**src/sv/dwt_pkg.sv**
```systemverilog
// Shared types and codes for the data watchpoint table.
// No dependencies; dwt_ctrl, dwt_datapath and the top level import this package.
`timescale 1ns / 1ps

package dwt_pkg;

    localparam logic [1:0] OP_SET     = 2'd0;
    localparam logic [1:0] OP_OBSERVE = 2'd1;
    localparam logic [1:0] OP_REARM   = 2'd2;

    localparam logic [1:0] ST_OK       = 2'd0;
    localparam logic [1:0] ST_FULL     = 2'd1;
    localparam logic [1:0] ST_NO_ENTRY = 2'd2;

    typedef struct packed {
        logic [1:0]  opcode;
        logic [31:0] watch_address;
        logic [31:0] data_value;
        logic        change_mode;
        logic [31:0] present_contents;
    } t_req;

    typedef struct packed {
        logic [1:0]  status;
        logic        fired;
        logic [3:0]  slot_index;
        logic [31:0] new_contents;
    } t_rsp;

    typedef struct packed {
        logic [31:0] address;
        logic [31:0] reference;
        logic        on_change;
        logic        asleep;
    } t_entry;

    typedef struct packed {
        logic load;
        logic scan;
        logic commit;
    } t_cmd;

    typedef struct packed {
        logic scan_last;
        logic out_free;
    } t_sts;

endpackage

```
**src/sv/dwt_if.sv**
```systemverilog
// Request and response channel interfaces of the data watchpoint table.
// Valid/ready handshake; a beat moves when both are high at a clock edge.
`timescale 1ns / 1ps

interface dwt_req_if;
    logic        valid;
    logic        ready;
    logic [1:0]  opcode;
    logic [31:0] watch_address;
    logic [31:0] data_value;
    logic        change_mode;
    logic [31:0] present_contents;

    modport source (
        output valid, opcode, watch_address, data_value, change_mode, present_contents,
        input  ready
    );
    modport sink (
        input  valid, opcode, watch_address, data_value, change_mode, present_contents,
        output ready
    );
endinterface

interface dwt_rsp_if;
    logic        valid;
    logic        ready;
    logic [1:0]  status;
    logic        fired;
    logic [3:0]  slot_index;
    logic [31:0] new_contents;

    modport source (
        output valid, status, fired, slot_index, new_contents,
        input  ready
    );
    modport sink (
        input  valid, status, fired, slot_index, new_contents,
        output ready
    );
endinterface

```
**src/sv/dwt_ram.sv**
```systemverilog
// Generic single-write, single-read RAM with registered read data.
// No dependencies.
`timescale 1ns / 1ps

module dwt_ram #(
    parameter int WIDTH = 32,
    parameter int DEPTH = 16,
    localparam int AW = (DEPTH > 1) ? $clog2(DEPTH) : 1
) (
    input  logic             i_clk,
    input  logic             i_wr_en,
    input  logic [AW-1:0]    i_wr_addr,
    input  logic [WIDTH-1:0] i_wr_data,
    input  logic             i_rd_en,
    input  logic [AW-1:0]    i_rd_addr,
    output logic [WIDTH-1:0] o_rd_data
);

    logic [WIDTH-1:0] r_mem [DEPTH];
    logic [WIDTH-1:0] r_rd_data;

    always_ff @(posedge i_clk) begin
        if (i_wr_en) begin
            r_mem[i_wr_addr] <= i_wr_data;
        end
        if (i_rd_en) begin
            r_rd_data <= r_mem[i_rd_addr];
        end
    end

    assign o_rd_data = r_rd_data;

endmodule

```
**src/sv/dwt_ctrl.sv**
```systemverilog
// Sequencer of the data watchpoint table: accept, scan, drain, commit.
// Depends on dwt_pkg for the command and status structs.
`timescale 1ns / 1ps

module dwt_ctrl (
    input  logic          i_clk,
    input  logic          i_rst_n,
    input  logic          i_in_valid,
    output logic          o_in_ready,
    input  dwt_pkg::t_sts i_sts,
    output dwt_pkg::t_cmd o_cmd
);
    import dwt_pkg::*;

    localparam logic [1:0] S_IDLE  = 2'd0;
    localparam logic [1:0] S_SCAN  = 2'd1;
    localparam logic [1:0] S_DRAIN = 2'd2;
    localparam logic [1:0] S_EXEC  = 2'd3;

    logic [1:0] r_state, n_state;

    always_comb begin
        n_state = r_state;
        case (r_state)
            S_IDLE: begin
                if (i_in_valid) begin
                    n_state = S_SCAN;
                end
            end
            S_SCAN: begin
                if (i_sts.scan_last) begin
                    n_state = S_DRAIN;
                end
            end
            S_DRAIN: begin
                n_state = S_EXEC;
            end
            S_EXEC: begin
                if (i_sts.out_free) begin
                    n_state = S_IDLE;
                end
            end
            default: begin
                n_state = S_IDLE;
            end
        endcase
    end

    always_ff @(posedge i_clk) begin
        if (!i_rst_n) begin
            r_state <= S_IDLE;
        end else begin
            r_state <= n_state;
        end
    end

    assign o_in_ready   = (r_state == S_IDLE);
    assign o_cmd.load   = (r_state == S_IDLE) && i_in_valid;
    assign o_cmd.scan   = (r_state == S_SCAN);
    assign o_cmd.commit = (r_state == S_EXEC) && i_sts.out_free;

endmodule

```
**src/sv/dwt_datapath.sv**
```systemverilog
// Datapath of the data watchpoint table: entry RAM, valid bits, scan
// compare, update logic and result register. Depends on dwt_pkg and dwt_ram.
`timescale 1ns / 1ps

module dwt_datapath #(
    parameter int TABLE_DEPTH = 16
) (
    input  logic          i_clk,
    input  logic          i_rst_n,
    input  dwt_pkg::t_cmd i_cmd,
    output dwt_pkg::t_sts o_sts,
    input  dwt_pkg::t_req i_req,
    output dwt_pkg::t_rsp o_rsp,
    output logic          o_rsp_valid,
    input  logic          i_rsp_ready
);
    import dwt_pkg::*;

    localparam int IDX_W = (TABLE_DEPTH > 1) ? $clog2(TABLE_DEPTH) : 1;
    localparam int ENT_W = $bits(t_entry);
    localparam logic [IDX_W-1:0] LAST_IDX = IDX_W'(TABLE_DEPTH - 1);

    t_req                   r_req;
    logic [TABLE_DEPTH-1:0] r_valid;
    logic [IDX_W-1:0]       r_idx;
    logic [IDX_W-1:0]       r_rd_idx;
    logic                   r_rd_pend;
    logic                   r_hit;
    logic [IDX_W-1:0]       r_hit_idx;
    t_entry                 r_hit_entry;
    logic                   r_free;
    logic [IDX_W-1:0]       r_free_idx;
    t_rsp                   r_rsp;
    t_rsp                   n_rsp;
    logic                   r_rsp_valid;

    logic [ENT_W-1:0] rd_data;
    t_entry           rd_entry;
    logic             rd_match;
    logic             rd_empty;
    logic             wr_req;
    logic             wr_en;
    logic [IDX_W-1:0] wr_idx;
    t_entry           wr_entry;
    logic             set_valid;
    logic             trigger;

    function automatic logic [3:0] slot4(input logic [IDX_W-1:0] s);
        logic [IDX_W+3:0] w;
        w = {4'b0000, s};
        return w[3:0];
    endfunction

    dwt_ram #(
        .WIDTH (ENT_W),
        .DEPTH (TABLE_DEPTH)
    ) u_ram (
        .i_clk     (i_clk),
        .i_wr_en   (wr_en),
        .i_wr_addr (wr_idx),
        .i_wr_data (wr_entry),
        .i_rd_en   (i_cmd.scan),
        .i_rd_addr (r_idx),
        .o_rd_data (rd_data)
    );

    assign rd_entry = rd_data;
    assign rd_match = r_valid[r_rd_idx] && (rd_entry.address == r_req.watch_address);
    assign rd_empty = !r_valid[r_rd_idx];

    assign trigger = r_hit_entry.on_change ? (r_req.data_value != r_hit_entry.reference)
                                           : (r_req.data_value == r_hit_entry.reference);

    always_comb begin
        n_rsp     = '0;
        wr_req    = 1'b0;
        wr_idx    = r_hit_idx;
        wr_entry  = r_hit_entry;
        set_valid = 1'b0;
        case (r_req.opcode)
            OP_SET: begin
                if (r_hit || r_free) begin
                    wr_req = 1'b1;
                    if (!r_hit) begin
                        wr_idx    = r_free_idx;
                        set_valid = 1'b1;
                    end
                    wr_entry.address   = r_req.watch_address;
                    wr_entry.on_change = r_req.change_mode;
                    if (r_req.change_mode) begin
                        wr_entry.reference = r_req.present_contents;
                        wr_entry.asleep    = 1'b0;
                    end else begin
                        wr_entry.reference = r_req.data_value;
                        wr_entry.asleep    = (r_req.present_contents == r_req.data_value);
                    end
                    n_rsp.slot_index = slot4(wr_idx);
                end else begin
                    n_rsp.status = ST_FULL;
                end
            end
            OP_OBSERVE: begin
                if (!r_hit) begin
                    n_rsp.status = ST_NO_ENTRY;
                end else begin
                    n_rsp.slot_index = slot4(r_hit_idx);
                    if (!r_hit_entry.asleep && trigger) begin
                        wr_req             = 1'b1;
                        wr_entry.asleep    = 1'b1;
                        n_rsp.fired        = 1'b1;
                        n_rsp.new_contents = r_req.data_value;
                    end
                end
            end
            OP_REARM: begin
                if (!r_hit) begin
                    n_rsp.status = ST_NO_ENTRY;
                end else begin
                    n_rsp.slot_index = slot4(r_hit_idx);
                    wr_req           = 1'b1;
                    wr_entry.asleep  = 1'b0;
                    if (r_hit_entry.on_change) begin
                        wr_entry.reference = r_req.data_value;
                    end
                end
            end
            default: begin
            end
        endcase
    end

    assign wr_en = i_cmd.commit && wr_req;

    always_ff @(posedge i_clk) begin
        if (!i_rst_n) begin
            r_valid     <= '0;
            r_idx       <= '0;
            r_rd_pend   <= 1'b0;
            r_hit       <= 1'b0;
            r_free      <= 1'b0;
            r_rsp_valid <= 1'b0;
        end else begin
            r_rd_pend <= i_cmd.scan;
            if (i_cmd.load) begin
                r_idx  <= '0;
                r_hit  <= 1'b0;
                r_free <= 1'b0;
            end else begin
                if (i_cmd.scan) begin
                    r_idx <= r_idx + IDX_W'(1);
                end
                if (r_rd_pend && rd_match) begin
                    r_hit <= 1'b1;
                end
                if (r_rd_pend && rd_empty) begin
                    r_free <= 1'b1;
                end
            end
            if (i_cmd.commit && set_valid) begin
                r_valid[wr_idx] <= 1'b1;
            end
            if (i_cmd.commit) begin
                r_rsp_valid <= 1'b1;
            end else if (i_rsp_ready) begin
                r_rsp_valid <= 1'b0;
            end
        end
    end

    always_ff @(posedge i_clk) begin
        r_rd_idx <= r_idx;
        if (i_cmd.load) begin
            r_req <= i_req;
        end
        if (r_rd_pend && rd_match && !r_hit) begin
            r_hit_idx   <= r_rd_idx;
            r_hit_entry <= rd_entry;
        end
        if (r_rd_pend && rd_empty && !r_free) begin
            r_free_idx <= r_rd_idx;
        end
        if (i_cmd.commit) begin
            r_rsp <= n_rsp;
        end
    end

    assign o_sts.scan_last = (r_idx == LAST_IDX);
    assign o_sts.out_free  = !r_rsp_valid || i_rsp_ready;
    assign o_rsp           = r_rsp;
    assign o_rsp_valid     = r_rsp_valid;

    a_commit_free: assert property (@(posedge i_clk) disable iff (!i_rst_n)
        i_cmd.commit |-> (!r_rsp_valid || i_rsp_ready))
        else $error("result overwritten before it was taken");

    a_hit_valid: assert property (@(posedge i_clk) disable iff (!i_rst_n)
        r_hit |-> r_valid[r_hit_idx])
        else $error("address match recorded on an invalid slot");

    a_alloc: assert property (@(posedge i_clk) disable iff (!i_rst_n)
        (i_cmd.commit && set_valid) |=>
            (r_valid[$past(wr_idx)] &&
             ($countones(r_valid) == $countones($past(r_valid)) + 1)))
        else $error("new entry did not claim exactly one free slot");

endmodule

```
**src/sv/data_watchpoint_table_unit.sv**
```systemverilog
// Top level of the data watchpoint table.
// Depends on dwt_pkg, dwt_if, dwt_ram, dwt_ctrl and dwt_datapath.
`timescale 1ns / 1ps

// Every request beat gives exactly one response beat. A request passes
// these steps from acceptance to its response being loaded: accept it,
// read each table entry from the entry RAM and compare its address, one
// entry per cycle as the entry RAM has a single read port; compare the
// last entry read, then update the entry and load the result once the
// response register is free. Requests are taken one at a time; the
// response sits in an output register, so the next request is accepted
// while an earlier response still waits on the response channel.

module data_watchpoint_table_unit #(
    parameter int TABLE_DEPTH = 16
) (
    input logic       i_clk,
    input logic       i_rst_n,
    dwt_req_if.sink   i_req,
    dwt_rsp_if.source o_rsp
);
    import dwt_pkg::*;

    t_cmd cmd;
    t_sts sts;
    t_req req;
    t_rsp rsp;
    logic in_ready;

    assign req.opcode           = i_req.opcode;
    assign req.watch_address    = i_req.watch_address;
    assign req.data_value       = i_req.data_value;
    assign req.change_mode      = i_req.change_mode;
    assign req.present_contents = i_req.present_contents;
    assign i_req.ready          = in_ready;

    dwt_ctrl u_ctrl (
        .i_clk      (i_clk),
        .i_rst_n    (i_rst_n),
        .i_in_valid (i_req.valid),
        .o_in_ready (in_ready),
        .i_sts      (sts),
        .o_cmd      (cmd)
    );

    dwt_datapath #(
        .TABLE_DEPTH (TABLE_DEPTH)
    ) u_datapath (
        .i_clk       (i_clk),
        .i_rst_n     (i_rst_n),
        .i_cmd       (cmd),
        .o_sts       (sts),
        .i_req       (req),
        .o_rsp       (rsp),
        .o_rsp_valid (o_rsp.valid),
        .i_rsp_ready (o_rsp.ready)
    );

    assign o_rsp.status       = rsp.status;
    assign o_rsp.fired        = rsp.fired;
    assign o_rsp.slot_index   = rsp.slot_index;
    assign o_rsp.new_contents = rsp.new_contents;

endmodule
```
**src/flat_wrapper.sv**
```systemverilog
// flat-port wrapper written by rule: the top's interface ports become plain ports
module data_watchpoint_table_unit_flat import dwt_pkg::*;
#(
    parameter int TABLE_DEPTH = 16
)
  (i_clk, i_rst_n, i_req_valid, i_req_opcode, i_req_watch_address, i_req_data_value, i_req_change_mode, i_req_present_contents, i_req_ready, o_rsp_valid, o_rsp_status, o_rsp_fired, o_rsp_slot_index, o_rsp_new_contents, o_rsp_ready);
  dwt_req_if i_req_i ();
  dwt_rsp_if o_rsp_i ();
  input logic i_clk;
  input logic i_rst_n;
  input wire logic [$bits(i_req_i.valid)-1:0] i_req_valid;
  input wire logic [$bits(i_req_i.opcode)-1:0] i_req_opcode;
  input wire logic [$bits(i_req_i.watch_address)-1:0] i_req_watch_address;
  input wire logic [$bits(i_req_i.data_value)-1:0] i_req_data_value;
  input wire logic [$bits(i_req_i.change_mode)-1:0] i_req_change_mode;
  input wire logic [$bits(i_req_i.present_contents)-1:0] i_req_present_contents;
  output wire logic [$bits(i_req_i.ready)-1:0] i_req_ready;
  output wire logic [$bits(o_rsp_i.valid)-1:0] o_rsp_valid;
  output wire logic [$bits(o_rsp_i.status)-1:0] o_rsp_status;
  output wire logic [$bits(o_rsp_i.fired)-1:0] o_rsp_fired;
  output wire logic [$bits(o_rsp_i.slot_index)-1:0] o_rsp_slot_index;
  output wire logic [$bits(o_rsp_i.new_contents)-1:0] o_rsp_new_contents;
  input wire logic [$bits(o_rsp_i.ready)-1:0] o_rsp_ready;
  assign i_req_i.valid = i_req_valid;
  assign i_req_i.opcode = i_req_opcode;
  assign i_req_i.watch_address = i_req_watch_address;
  assign i_req_i.data_value = i_req_data_value;
  assign i_req_i.change_mode = i_req_change_mode;
  assign i_req_i.present_contents = i_req_present_contents;
  assign i_req_ready = i_req_i.ready;
  assign o_rsp_valid = o_rsp_i.valid;
  assign o_rsp_status = o_rsp_i.status;
  assign o_rsp_fired = o_rsp_i.fired;
  assign o_rsp_slot_index = o_rsp_i.slot_index;
  assign o_rsp_new_contents = o_rsp_i.new_contents;
  assign o_rsp_i.ready = o_rsp_ready;
  data_watchpoint_table_unit #(.TABLE_DEPTH(TABLE_DEPTH)) u_core (.i_clk(i_clk), .i_rst_n(i_rst_n), .i_req(i_req_i), .o_rsp(o_rsp_i));
endmodule
```
**config.mk**
```make
export PLATFORM = sky130hd
export DESIGN_NAME = data_watchpoint_table_unit_flat
export DESIGN_NICKNAME = d
export VERILOG_FILES = /design/src/sv/dwt_pkg.sv /design/src/sv/dwt_if.sv /design/src/sv/dwt_ram.sv /design/src/sv/dwt_ctrl.sv /design/src/sv/dwt_datapath.sv /design/src/sv/data_watchpoint_table_unit.sv /design/src/flat_wrapper.sv
export SDC_FILE = /design/constraint.sdc
export NUM_CORES = 1
export LEC_CHECK = 0
export BUFFER_PORTS_ARGS = -buffer_cell sky130_fd_sc_hd__buf_4
export CAP_MARGIN = 40
export CORE_MARGIN = 1
export CORE_UTILIZATION = 55
export DETAILED_ROUTE_END_ITERATION = 12
export HOLD_SLACK_MARGIN = 0.12
export PLACE_DENSITY = 0.77
export SLEW_MARGIN = 20
export SYNTH_ARGS = -nofsm -noshare
export SYNTH_HDL_FRONTEND = slang
export SYNTH_SLANG_ARGS = --single-unit
```
**constraint.sdc**
```tcl
create_clock -name i_clk -period 10.25 [get_ports i_clk]
set_input_delay 1.025 -clock i_clk [delete_from_list [all_inputs] [get_ports i_clk]]
set_output_delay 1.025 -clock i_clk [all_outputs]
set_load 0.01 [all_outputs]
```
==> run_results.csv <==
group,metric,value,unit
status,outcome,"finished, final reports clean",
yosys,synth_area,52500,sq um
critical_path,cp_max_fo,38,
sta,finalClockSkew,0.0358,ns
cts,clkLatencyLatePin,0.75,ns
sta,max_freq,222,MHz
cts,clock_path_buffers,3,
yosys,ys_types,41,
sta,finalMaxSlewViolations,0,
sta,max_slew_margin,39.7,%
sta,worst_pin_slew,0.905,ns
detailed_routing,postRouteWirelength,129,mm
sta,finalCritPeriodShare,43.9,%
detailed_routing,avgViaCountPerCell,6.56,
placement,dp_hpwl,67.2,mm
finish,multi_input_area,11500,sq um
global_routing,grt_pass1_vias,26724,
pwr,powerDensity,221,nW/um^2
global_routing,antenna_found_initial,4,
yosys,yosysSeqAreaShare,77.4,%
die,die_y,311,microns
pwr,internal-power,0.00994,W
pwr,share_comb_of_total_power,13.6,%
finish,fill_cells,5955,
cts,cts.clk_slew.worst_paths,0.06,ns
yosys,synth_warnings,0,
detailed_routing,wl_per_cell,32.2,microns
die,die_w,311,microns
pwr,ir_drop,0.163,mV
detailed_routing,drt_iter0_markers,3502,
critical_path,path_class,"reg -> reg",
cts,cts_setup_buffers,0,
global_routing,track_usage,26.9,%
finish,layout_commonest_cell,"edfxtp_1",
global_routing,top_usage_layer,"met2",
finish,fin_nets,2754,
critical_path,path_cells,"inv_1, ha_1, nand3b_1, o21ai_0, nand3_1, a21oi_4, buf_4, buf_4",
die,num_rows,112,
yosys,synth-main-ff-cell,"edfxtp_1",
sta,setup_viol,0,
die,coreArea,93900,sq um
critical_path,crit_top_cell,"buf_4",
detailed_routing,vias,26238,
cts,h-tree-depth,4,
cts,cts_inserted_buffers,130,
global_routing,grtUsageMet3,4.84,%
placement,io_buffer_count,143,
detailed_routing,drc,0,
die,initial_core_util,55.9,%
finish,final_cell_mix,"1334 x edfxtp_1, 335 x mux4_2, 228 x buf_4",
yosys,syn_inst,2382,
yosys,syn_nets,2494,
detailed_routing,ant_nets,0,
critical_path,end_kind,"flop",
pwr,leakage,18.8,nW
finish,n_antenna_cell,0,
sta,finalSetupTns,0,ns
yosys,synthArstFlopShare,0,%
pwr,p_clk_share,35.3,%
pwr,power,0.0132,W
critical_path,worst_setup_path_start_kind,"flop",
yosys,synth_area_per_cell,22.0,sq um
pwr,power_frac_seq,51.1,%
detailed_routing,first_pass_iters,6,
global_routing,grt_overflow,0,
sta,fin_crit,4.50,ns
global_routing,grt_max_degree,97,
finish,drive_above_1_share,30.0,%
job,maxCapViolCount,0,
yosys,synth_edf_count,1334,
critical_path,cp.required,10.60,ns
cts,root_buffer,"clkbuf_16",
critical_path,cpPeakStageDelay,0.81,ns
pwr,power_switching,0.00331,W
die,dieArea,96700,sq um
finish,register_area,40700,sq um
worst_hold_path,min_path_type,"reg -> reg",
global_routing,grt_use_met1,36.7,%
yosys,ys_ff_latch,1364,
cts,cts.repair.resized,0,
sta,hold_violations,0,
die,io_pins,144,
cts,cts.sinks,1364,
cts,cts_hold_buf,0,
critical_path,slowest_stage,"o21ai_0",
finish,area_growth,14.2,%
global_routing,grtUsageMet2,44.0,%
cts,cts_tree,"yes",
critical_path,arrival,4.85,ns
sta,rsz0062_at_grt,"false",
pwr,swShare,25.0,%
global_routing,grt_first_pass_wirelength,186,mm
sta,whs,0.419,ns
placement,gp_congestion,0.857,
## cells by family (layout without fill, tap and decap cells)
family	after synthesis	after routing	synth area share (%)
compound gates	129	129	1.58
mux	402	402	15.7
simple gates	253	253	2.28
flops	1364	1364	77.4
fa+ha+maj	9	9	0.214
buf+inv	125	487	1.08
xor+xnor	100	100	1.67
## final cells by class
class / instances / area share, %
inverters: 11 / 0.0709
repair buffers: 242 / 3.43
flip-flops and latches: 1364 / 67.8
clock buffers: 159 / 5.68
multi-input cells: 893 / 19.2
clock inverters: 75 / 1.19
well taps: 1254 / 2.62
## power groups by stage
stage	combinational [W]	sequential, W	clock [W]
after global routing	0.00190	0.00679	0.00491
after detailed placement	0.00174	0.00690	0
after global placement	0.00166	0.00690	0
final	0.00180	0.00677	0.00467
after CTS	0.00177	0.00680	0.00472
after floorplan	0.00119	0.00682	0
## registers in the layout, indices dropped and copies added, names as in the netlist
signal,flops
u_core.u_datapath.r_idx,4
u_core.u_datapath.u_ram.r_mem,1056
u_core.u_datapath.u_ram.o_rd_data,66
u_core.u_datapath.r_hit_entry,66
u_core.u_ctrl.r_state,2
u_core.u_datapath.r_valid,16
u_core.u_datapath.o_rsp,39
u_core.u_datapath.r_req,99
u_core.u_datapath.r_free,1
u_core.u_datapath.r_hit_idx,4
u_core.u_datapath.r_free_idx,4
u_core.u_datapath.r_rd_pend,1
u_core.u_datapath.r_rd_idx,4
u_core.u_datapath.o_rsp_valid,1
u_core.u_datapath.r_hit,1
## cell usage after synthesis (3+ instances only)
cell | number | area (sq um)
nor4_1 | 12 | 75.1
xor2_1 | 39 | 342
edfxtp_1 | 1334 | 40100
and2_1 | 34 | 213
nand3_1 | 22 | 110
ha_1 | 9 | 113
a22o_1 | 3 | 26.3
mux2_2 | 32 | 360
xnor2_1 | 61 | 534
buf_2 | 30 | 150
o21a_1 | 20 | 150
nor3b_1 | 3 | 22.5
nand3b_1 | 3 | 22.5
nor2_1 | 35 | 131
nor3_1 | 3 | 15.0
nand2_1 | 112 | 420
buf_6 | 6 | 67.6
nand2b_1 | 6 | 37.5
o31ai_1 | 4 | 30.0
o21ai_0 | 40 | 200
nor2b_1 | 3 | 18.8
nand4_1 | 18 | 113
buf_4 | 4 | 30.0
buf_1 | 4 | 15.0
clkbuf_1 | 70 | 263
inv_1 | 10 | 37.5
dfxtp_1 | 30 | 601
mux4_2 | 335 | 7540
mux2i_1 | 34 | 340
a21oi_1 | 20 | 100
a22oi_1 | 36 | 270
## worst max-delay path, delay by kind of cell, from the launching register on
family	cells	cell delay, ns
AO/OA/AOI/OAI	2	0.97
adder cells (fa/ha/maj)	1	0.40
buffers and inverters	3	1.43
flip-flops	1	0.43
AND/OR/NAND/NOR	2	0.85
## per-layer routing
layer / wire length, microns / share of wire, %
met5: 14 / 0.011
met4: 3870 / 3.0
met3: 11700 / 9.1
met2: 64700 / 50
met1: 48400 / 38
## metrics by stage
step	util [%]	area [sq um]	worst slack, ns	std cells
after CTS	63.8	59900	5.81	3992
after floorplan	-	52500	4.62	2382
after detailed placement	59.4	55800	5.93	3758
final	63.9	60000	5.75	3998
after global routing	63.9	60000	5.62	3998
after global placement	59.1	55500	6.06	3747
## final timing paths
check,start,cells past startpoint,endpoint,slack [ns]
worst max-delay path,u_core.u_datapath.r_req[98]$_DFFE_PP_,8,u_core.u_datapath.u_ram.r_mem[4][52]$_DFFE_PP_,5.75
worst min-delay path,u_core.u_datapath.u_ram.o_rd_data[13]$_DFFE_PP_,0,u_core.u_datapath.r_hit_entry[13]$_DFFE_PP_,0.42
worst max register to register,u_core.u_datapath.r_req[98]$_DFFE_PP_,8,u_core.u_datapath.u_ram.r_mem[4][52]$_DFFE_PP_,5.75
worst min register to register,u_core.u_datapath.u_ram.o_rd_data[13]$_DFFE_PP_,0,u_core.u_datapath.r_hit_entry[13]$_DFFE_PP_,0.42
(Power assumes the default switching activity.)
